==> config.mk <==
export PLATFORM = sky130hd
export DESIGN_NAME = aat_row_bound
export DESIGN_NICKNAME = d
export VERILOG_FILES = /design/src/hdl/aat_pkg.sv /design/src/hdl/aat_row_bound.sv
export SDC_FILE = /design/constraint.sdc
export NUM_CORES = 1
export LEC_CHECK = 0
export ABC_CLOCK_PERIOD_IN_PS = 9700
export BUFFER_PORTS_ARGS = -buffer_cell sky130_fd_sc_hd__buf_2
export CAP_MARGIN = 0
export CELL_PAD_IN_SITES_DETAIL_PLACEMENT = 0
export CELL_PAD_IN_SITES_GLOBAL_PLACEMENT = 1
export CORE_MARGIN = 3
export CORE_UTILIZATION = 43
export DETAILED_ROUTE_END_ITERATION = 6
export GPL_TIMING_DRIVEN = 1
export PLACE_DENSITY_LB_ADDON = 0.15
export SLEW_MARGIN = 20
export SYNTH_ARGS = -nofsm -noshare
export SYNTH_HDL_FRONTEND = slang
export SYNTH_SLANG_ARGS = --single-unit
==> constraint.sdc <==
create_clock -name i_clk -period 9.7 [get_ports i_clk]
set_input_delay 0 -clock i_clk [delete_from_list [all_inputs] [get_ports i_clk]]
set_output_delay 0 -clock i_clk [all_outputs]
set_load 0.03 [all_outputs]
==> src/hdl/aat_pkg.sv <==
// Shared types, register indexes and rounding helper for the box transform.
// No dependencies; every other file in hdl/ refers to this package by scoped names.
package aat_pkg;

    localparam int NUM_CFG  = 6;
    localparam int NUM_AXES = 3;
    localparam int CFG_IDX_W = 3;

    // Register indexes, in the order of the register map.
    localparam logic [CFG_IDX_W-1:0] CFG_ROW0_COLS01 = 3'd0;
    localparam logic [CFG_IDX_W-1:0] CFG_ROW0_COLS23 = 3'd1;
    localparam logic [CFG_IDX_W-1:0] CFG_ROW1_COLS01 = 3'd2;
    localparam logic [CFG_IDX_W-1:0] CFG_ROW1_COLS23 = 3'd3;
    localparam logic [CFG_IDX_W-1:0] CFG_ROW2_COLS01 = 3'd4;
    localparam logic [CFG_IDX_W-1:0] CFG_ROW2_COLS23 = 3'd5;
    localparam logic [CFG_IDX_W-1:0] CFG_LAST        = CFG_ROW2_COLS23;

    typedef logic [63:0]        t_cfg;
    typedef logic signed [31:0] t_q16;
    typedef logic signed [63:0] t_prod;
    typedef logic signed [65:0] t_sum;

    // Identity map after reset.
    localparam t_cfg CFG_RESET [NUM_CFG] = '{
        64'h0000_0000_0001_0000,
        64'h0000_0000_0000_0000,
        64'h0001_0000_0000_0000,
        64'h0000_0000_0000_0000,
        64'h0000_0000_0000_0000,
        64'h0000_0000_0001_0000
    };

    localparam t_q16 Q16_MAX = 32'sh7FFF_FFFF;
    localparam t_q16 Q16_MIN = 32'sh8000_0000;

    // floor(sum / 2^16) + trans, saturated to signed 32 bits
    function automatic t_q16 floor_sat(input t_sum sum, input t_q16 trans);
        logic signed [49:0] shr;
        logic signed [50:0] v;
        t_q16               res;
        shr = sum[65:16];
        v   = 51'({shr[49], shr}) + 51'({{19{trans[31]}}, trans});
        if (v[50:31] == {20{1'b0}} || v[50:31] == {20{1'b1}}) begin
            res = v[31:0];
        end else if (v[50]) begin
            res = Q16_MIN;
        end else begin
            res = Q16_MAX;
        end
        return res;
    endfunction

endpackage

==> src/hdl/aat_row_bound.sv <==
// Bound stage for one output row: per-column min/max of the products, summed.
// Depends on aat_pkg.
module aat_row_bound (
    input  logic           i_clk,
    input  logic           i_en,
    input  aat_pkg::t_prod i_p_lo [aat_pkg::NUM_AXES],
    input  aat_pkg::t_prod i_p_hi [aat_pkg::NUM_AXES],
    output aat_pkg::t_sum  o_min_sum,
    output aat_pkg::t_sum  o_max_sum
);

    aat_pkg::t_sum r_min_sum;
    aat_pkg::t_sum r_max_sum;
    aat_pkg::t_sum n_min_sum;
    aat_pkg::t_sum n_max_sum;

    // Each column picks independently, so the sums bound all eight corners.
    always_comb begin
        n_min_sum = '0;
        n_max_sum = '0;
        for (int k = 0; k < aat_pkg::NUM_AXES; k++) begin
            if (i_p_lo[k] < i_p_hi[k]) begin
                n_min_sum = n_min_sum + aat_pkg::t_sum'(i_p_lo[k]);
                n_max_sum = n_max_sum + aat_pkg::t_sum'(i_p_hi[k]);
            end else begin
                n_min_sum = n_min_sum + aat_pkg::t_sum'(i_p_hi[k]);
                n_max_sum = n_max_sum + aat_pkg::t_sum'(i_p_lo[k]);
            end
        end
    end

    always_ff @(posedge i_clk) begin
        if (i_en) begin
            r_min_sum <= n_min_sum;
            r_max_sum <= n_max_sum;
        end
    end

    assign o_min_sum = r_min_sum;
    assign o_max_sum = r_max_sum;

endmodule

**Yosys cells after proc, flatten, opt, wreduce, memory -nomap -nowiden**

Cells that the tools add are included.

- Register bits after elaboration: 132
- Input bits: 386
- Output and inout bits: 132
- Word-level logic and storage cells: 19

- Add/subtract/negate cells: 8
- $lt $le $gt $ge: 3
- Multiplexer cells: 6

Operators with widths:

| kind | count |
|---|---|
| 66-bit by 64-bit adder with 66-bit output | 8 |
| 66-bit 2-to-1 mux | 6 |
| 64-bit less-than comparator | 3 |

**Logic depth before layout (Yosys ltp)**

Gate-level depths: netlist of run 1.

- Depth in word-level cells: 6
- Mapped depth: 39
- Mapped depth without buffers: 35

**Worst setup path before layout of run 1**

OpenSTA, ideal clock, no wires.

- Kind: in2reg
- Start: input i_p_hi[169] (netlist name)
- End: register r_max_sum[58], in the netlist o_max_sum[58] (data pin)
- Library setup time: 0.167 ns
- Arrival: 7.255 ns
- Data required time: 9.533 ns
- Path slack: 2.278 ns
- Stages: 36
- Path buffers: 3
- Cells stage by stage: inv_1 ha_1 a21o_1 a21o_1 a21o_1 a211o_1 o2111ai_1 a21oi_1 nor3_1 xor2_1 a211oi_2 buf_2 buf_4 mux2_2 ha_1 fa_1 a211oi_1 o21ai_0 a31oi_1 or3_1 a32oi_1 a32oi_1 nor2_1 nor2_1 xnor2_1 ha_1 buf_2 nand4_1 or4_1 or4_1 a31oi_1 o21ai_1 a21oi_1 a311oi_1 mux2i_1 a211oi_1

- Longest elaborated chain between the ends: 6
- Elaborated cells on any way between the ends: 8
- Those cells by class: 4 x add/sub; 1 x order compare; 3 x mux

Ends and longest elaborated chain:

| what | line | text |
|---|---|---|
| from (decl) | aat_row_bound.sv:7 | `input aat_pkg::t_prod i_p_hi [aat_pkg::NUM_AXES],` |
| 64-bit less-than comparator | aat_row_bound.sv:22 | `if (i_p_lo[k] < i_p_hi[k]) begin` |
| 66-bit 2-to-1 mux * | aat_row_bound.sv:22 |  |
| 66-bit by 64-bit adder with 66-bit output, on equally long branches | aat_row_bound.sv:27, aat_row_bound.sv:24 |  |
| 66-bit 2-to-1 mux * | aat_row_bound.sv:22 |  |
| 66-bit by 64-bit adder with 66-bit output, on equally long branches | aat_row_bound.sv:27, aat_row_bound.sv:24 |  |
| 66-bit 2-to-1 mux * | aat_row_bound.sv:22 |  |
| via n_max_sum[58] | aat_row_bound.sv:15 | `aat_pkg::t_sum n_max_sum;` |
| to (signal assigned) | aat_row_bound.sv:35 | `r_max_sum <= n_max_sum;` |
| to (decl) | aat_row_bound.sv:13 | `aat_pkg::t_sum r_max_sum;` |

Mark *: on every way through the listed nets, which the timed path passes. The rest lies on a longest branch.
A chain may end at the register's enable or synchronous reset.

**Worst setup path after layout of run 1**

- Start: input i_p_hi[137] (netlist name)
- End: register r_min_sum[63], in the netlist o_min_sum[63] (data pin)

- Longest elaborated chain between the ends: 6
- Elaborated cells on any way between the ends: 8
- Those cells by class: 4 x add/sub; 1 x order compare; 3 x mux

Ends and longest elaborated chain:

| what | line | text |
|---|---|---|
| 64-bit less-than comparator | aat_row_bound.sv:22 |  |
| 66-bit 2-to-1 mux * | aat_row_bound.sv:22 |  |
| 66-bit by 64-bit adder with 66-bit output, on equally long branches | aat_row_bound.sv:26, aat_row_bound.sv:23 |  |
| 66-bit 2-to-1 mux * | aat_row_bound.sv:22 |  |
| 66-bit by 64-bit adder with 66-bit output, on equally long branches | aat_row_bound.sv:26, aat_row_bound.sv:23 |  |
| 66-bit 2-to-1 mux * | aat_row_bound.sv:22 |  |
| via n_min_sum[63] | aat_row_bound.sv:14 | `aat_pkg::t_sum n_min_sum;` |
| to (signal assigned) | aat_row_bound.sv:34 | `r_min_sum <= n_min_sum;` |
| to (decl) | aat_row_bound.sv:12 | `aat_pkg::t_sum r_min_sum;` |

Marks and branches as above.

==> metrics.md, run 1 <==
| Metric | Value |
|---|---|
| Outcome | `finished, final reports clean` |
| Clock Path Buffers | `2` |
| Die Area | `between 60000 and 70000 sq um` |
| DP HPWL | `about 94000 um` |
| Hold_ws | `roughly 0.032 ns` |
| CP Launch Type | `input port` |
| M1 WL | `54300 um` |
| Cells after Synth | `between 3000 and 4000` |
| Uppermost routed layer | `met5` |
| Postcts setup bufs | `0` |
| Seq cells post-synth | `132` |
| Met3 WL post-DR | `around 9900 um` |
| Post-DP Area | `~32000 sq um` |
| RSZ-0062 raised after global routing | `false` |
| CP required | `a little under 10 ns` |
| CP Depth | `38` |
| Initial Utilization | `0.436` |
| Post-synth EDFFs | `132` |
| Wire per inst | `approximately 23 um` |
| CP dominant cell by count | `a21o_1` |
| Post_cts resized | `0` |
| Avg Inst Size Synth | `8.10 sq um` |
| Via count | `about 28000` |
| Die H | `262 um` |
| Power Density | `around 320 nW/um^2` |
| Leak pwr | `roughly 0.015 uW` |
| IO Port Bufs | `between 500 and 600` |
| Final nets | `around 4700` |
| Maximum clock frequency | `about 120 MHz` |
| DP Worst Slack | `just over 0.7 ns` |
| Routed wl met2 | `between 40000 and 50000 um` |
| Hold-fix buffers, CTS | `0` |
| Core footprint | `64700 sq um` |
| Cts bufs inserted | `17` |
| Max-Cap Viols | `0` |
| Setup CP Type | `input port to flop` |
| GRT Total Usage | `0.299` |
| CP max stage delay | `roughly 0.48 ns` |
| Die extent in x | `~260 um` |
| Rows | `between 90 and 100` |
| Yosys cell types | `between 80 and 90` |
| Post-route antenna net violation count | `0` |
| Ports | `about 520` |
| CTS tree | `done` |
| Initial antenna violation count | `18` |
| Crit. End Element | `flop` |
| Final setup fails | `0` |
| Total Neg Setup Slack | `0 ns` |
| Syn nets | `between 4000 and 5000` |
| Clock Sinks | `between 100 and 150` |
| Most used DFF post-synth | `edfxtp_1` |
| Final Max Tran Viols | `0` |
| Fin. Hold Viols | `0` |
| Worst-path clk slew | `approximately 0.070 ns` |
| H-tree depth | `4` |
| Final min period | `8.63 ns` |
| Peak supply drop | `roughly 0.13 mV` |
| Post-synth ARST share | `0` |
| Largest net degree at the start of global routing | `roughly 140` |
| First-pass GRT wire length | `approximately 150000 um` |
| DR pass1 iterations | `5` |
| DRT iter0 DRCs | `2744` |
| CP bufs+invs | `7` |
| Hold path cells | `3` |
| Root buffer cell | `clkbuf_16` |
| PnR worst setup slack | `about 1.1 ns` |
| Crit-path slowest cell | `a211oi_1` |
| Worst Path Max Fanout | `31` |
| Tightest Hold Check Type | `input port to flop` |
| Final Wtd Congestion | `between 0.9 and 1` |
| Via/cell ratio | `5.88` |
| Relative slew slack | `0.406` |
| Slew @ Worst Pin | `approximately 0.9 ns` |
| Vias in the first global route | `25500` |
| Synth Cell Area | `around 28000 sq um` |
| Top Family by Delay on Critical Path | `compound AO/OA/AOI/OAI gates` |
| Design Area, Final | `32100 sq um` |
| Final wirelength | `108000 um` |
| Period Utilization, post-route | `0.889` |
| Total grt overflow | `0` |
| Residual DRC count | `0` |
| Area Overhead vs Synth | `14.0%` |
| Sequential area share after synthesis | `0.141` |
| Warnings, synthesis | `0` |
| Layout cells sized above 1 | `0.236` |
| Worst EP arrival | `about 8.8 ns` |
area by class of cell:
| cell class | instances | area (sq um) |
|---|---|---|
| Tap cell | 855 | 1070 |
| Clock buffer | 17 | 425 |
| Fill cell | 6622 | 32600 |
| Inverter | 266 | 998 |
| Timing Repair Buffer | 549 | 2870 |
| Multi-Input combinational cell | 2945 | 22700 |
| Antenna cell | 18 | 45.0 |
| Clock inverter | 14 | 114 |
| Sequential cell | 132 | 3960 |
synth_stat cells, drive strengths merged (44+ instances only):
master | instances | share of area
inv | 266 | 0.035
nand3 | 55 | 0.0098
a21o | 199 | 0.053
o21ai | 244 | 0.043
edfxtp | 132 | 0.14
clkbuf | 104 | 0.014
nor2 | 181 | 0.024
ha | 447 | 0.20
a21oi | 341 | 0.061
xnor2 | 158 | 0.049
nand2 | 263 | 0.035
o21bai | 56 | 0.015
xor2 | 80 | 0.025
mux2 | 322 | 0.13
nor3 | 44 | 0.0080
nand4 | 100 | 0.022
flip-flops by register name, summed over array words and instances, names as in the netlist:
| name | flops |
|---|---|
| o_max_sum | 66 |
| o_min_sum | 66 |
final timing paths:
check | start | slack, ns | end
setup / recovery | i_p_hi[137] | 1.07 | o_min_sum[63]
hold / removal | i_p_lo[0] | 0.03 | o_min_sum[0]
where the power goes:
part           total [uW]  leakage, uW  internal [uW]  switching, uW
Clock                 617     0.000255            348            269
Combinational        8420       0.0138           3110           5320
Sequential           1350      0.00129           1240            111
Total               10400       0.0154           4690           5700
kinds of logic after synthesis:
kind of cell               Yosys count  share of synthesized area
AOI/OAI and AO/OA                 1124                      0.255
xor gates and xnor gates           238                     0.0739
adders and majority gates          451                      0.201
buffers and inverters              406                     0.0571
DFF                                132                      0.141
muxes                              324                      0.135
and+or+nand+nor                    808                      0.138
cell usage in the layout (no fill, tap or decap), types with 10 or more instances in the layout:
cell type	n
a21o_1	199
and2_1	24
nand2_1	263
xnor2_1	157
a211oi_1	32
o21bai_1	56
buf_4	30
buf_2	516
nand2b_1	26
nor2_1	181
nand3_1	55
and3_1	19
o21a_1	32
ha_1	447
o21ai_0	236
edfxtp_1	132
clkbuf_16	17
a41oi_1	10
nand4_1	100
mux2_2	281
xor2_1	80
a31oi_1	30
diode_2	18
a21oi_1	341
nor4_1	17
a221oi_1	12
nor3_1	43
a21boi_0	13
or3_1	17
o31ai_1	24
o211ai_1	25
inv_1	266
mux2_4	40
nor2b_1	31
per-stage QoR:
stage               utilization  power (uW)  instances
floorplan                     -        7190       3483
finish                    0.497       10400       4796
global placement          0.488        9600       4747
global route              0.497       11100       4793
CTS                       0.496       10200       4778
detailed placement        0.488        9560       4747
routing by layer:
metal  GRT usage  up-vias
met4      0.0749        4
met3      0.0444       85
li1            -    13800
met5           0        -
met2       0.407     1119
met1       0.479    13200
Note: power is estimated with default switching activity, not from simulation.
==> run 2: changes to the inputs <==
--- a/config.mk
+++ b/config.mk
@@ -14,7 +14,7 @@
 export CORE_UTILIZATION = 43
 export DETAILED_ROUTE_END_ITERATION = 6
 export GPL_TIMING_DRIVEN = 1
-export PLACE_DENSITY_LB_ADDON = 0.15
+export PLACE_DENSITY_LB_ADDON = 0.1
 export SLEW_MARGIN = 20
 export SYNTH_ARGS = -nofsm -noshare
 export SYNTH_HDL_FRONTEND = slang
==> metrics.md, run 2 (synthesized netlist as in run 1, its figures left out) <==
| Metric | Value |
|---|---|
| Crit-path slowest cell | `or4_1` |
| PnR worst setup slack | `0.916 ns (-0.157 ns)` |
| CP required | `9.98 ns (+0.10 ns)` |
| CP Launch Type | `input port` |
| Die H | `262 um (unchanged)` |
| Post_cts resized | `0 (unchanged)` |
| Total Neg Setup Slack | `0 ns (unchanged)` |
| Hold endpoint | `o_min_sum[0]` |
| DP HPWL | `93700 um (-0.19%)` |
| CTS tree | `done` |
| Initial Utilization | `0.436 (unchanged)` |
| Slew @ Worst Pin | `1.04 ns (+0.147 ns)` |
| Relative slew slack | `0.308 (-0.0982)` |
| Final std cells w/o fill | `4767 (-0.60%)` |
| Maximum clock frequency | `114 MHz (-1.8%)` |
| Via count | `27800 (-1.4%)` |
| Clock Sinks | `132 (unchanged)` |
| Period Utilization, post-route | `0.906 (+0.0162)` |
| Die Area | `68700 sq um (unchanged)` |
| Hold_ws | `0.0362 ns (+0.00413 ns)` |
| Hold-fix buffers, CTS | `0 (unchanged)` |
| Final Max Tran Viols | `0 (unchanged)` |
| Vias in the first global route | `25200 (-1.1%)` |
| Outcome | `complete, but fails checks` |
| Final min period | `8.78 ns (+0.157 ns)` |
| H-tree depth | `4 (unchanged)` |
| Cts bufs inserted | `17 (unchanged)` |
| DRT iter0 DRCs | `2628 (-4.2%)` |
| Layout cells sized above 1 | `0.233 (-0.00305)` |
| Leak pwr | `0.0154 uW (about the same)` |
| Tightest Hold Check Type | `input port to flop` |
| RSZ-0062 raised after global routing | `false` |
| Post-route antenna net violation count | `0 (unchanged)` |
| DR pass1 iterations | `7 (+2)` |
| Initial antenna violation count | `2 (-16)` |
| Total grt overflow | `0 (unchanged)` |
| Clock Path Buffers | `2 (unchanged)` |
| Via/cell ratio | `5.84 (-0.78%)` |
| Final nets | `4734 (-0.29%)` |
| Max-Cap Viols | `0 (unchanged)` |
| Setup CP Type | `input port to flop` |
| Worst Setup SP | `i_p_hi[121]` |
| Worst EP arrival | `9.06 ns (+0.25 ns)` |
| Highest-count cells in the layout ignoring fill and taps | `buf_2, ha_1, a21oi_1` |
| Area Overhead vs Synth | `13.9%` |
| First-pass GRT wire length | `156000 um (+1.0%)` |
| Worst-path clk slew | `0.06 ns (about the same)` |
| CP max stage delay | `0.67 ns (+0.19 ns)` |
| Die extent in x | `262 um (unchanged)` |
| Root buffer cell | `clkbuf_16` |
| HP Start | `i_p_lo[0]` |
| DP Worst Slack | `0.516 ns (-0.189 ns)` |
| IO Port Bufs | `517 (unchanged)` |
| Commonest non-fill, non-tap cell in the layout | `buf_2` |
| Postcts setup bufs | `0 (unchanged)` |
| Worst Path Max Fanout | `23 (-26%)` |
| Ports | `518 (unchanged)` |
| Wire per inst | `22.6 um (+0.25%)` |
| Fin. Hold Viols | `0 (unchanged)` |
| Power Density | `324 nW/um^2 (+0.37%)` |
| Final wirelength | `108000 um (-0.35%)` |
| Residual DRC count | `1 (+1)` |
| Hold path cells | `3 (unchanged)` |
| Final Wtd Congestion | `0.959 (-2.1%)` |
| Final setup fails | `0 (unchanged)` |
| CP dominant cell by count | `a21o_1` |
| Core footprint | `64700 sq um (unchanged)` |
| Peak supply drop | `0.144 mV (+12%)` |
| Rows | `93 (unchanged)` |
| GRT Total Usage | `0.300 (+0.000737)` |
| Placed instance count | `4733 (-0.29%)` |
| Violated checks | `DRC` |
| Largest net degree at the start of global routing | `187 (+32%)` |
| Crit. End Element | `flop` |
==> run 2: worst max-delay path by stage <==
| stage | slack, ns | to |
|---|---|---|
| floorplan | 2.28 | o_max_sum[58] |
| global placement | 0.64 | o_max_sum[62] |
| detailed placement | 0.52 | o_max_sum[62] |
| CTS | 1.0 | o_max_sum[62] |
| global route | 0.28 | o_max_sum[62] |
| finish | 0.92 | o_max_sum[62] |
==> run 2: metal layers <==
metal	track usage	vias to the layer above	part of all wire
li1	-	13800	-
met1	0.489	12900	0.52
met2	0.413	1025	0.39
met3	0.0437	63	0.081
met4	0.0458	0	0.011
met5	0	-	0
==> run 2: cell type report <==
class	instances	area, sq um
repair buffers	535	2750
flip-flops and latches	132	3960
inverters	266	998
diodes	2	5.00
multi-input cells	2945	22700
well taps	855	1070
fillers	6549	32600
clock buffers	19	433
clock inverters	13	231
==> run 2: critical path, delay by kind of cell <==
family	cells	cell delay, ns
AO/OA/AOI/OAI	17	3.98
AND/OR/NAND/NOR	8	2.49
adder cells (fa/ha/maj)	4	1.38
multiplexers	2	0.76
buffers and inverters	3	0.35
XOR/XNOR	1	0.08
==> run 2: stage by stage <==
| step | utilization | total power [uW] | cell area, sq um |
|---|---|---|---|
| after floorplan | - | 7190 | 28200 |
| after global placement | 0.486 | 9530 | 31400 |
| after detailed placement | 0.486 | 9480 | 31400 |
| after CTS | 0.496 | 10300 | 32100 |
| after global routing | 0.496 | 11200 | 32100 |
| final | 0.496 | 10400 | 32100 |
==> run 2: power by group <==
part / total (uW) / internal, uW / switching (uW)
logic: 8300 / 3060 / 5240
clock network: 742 / 482 / 261
registers: 1370 / 1240 / 134
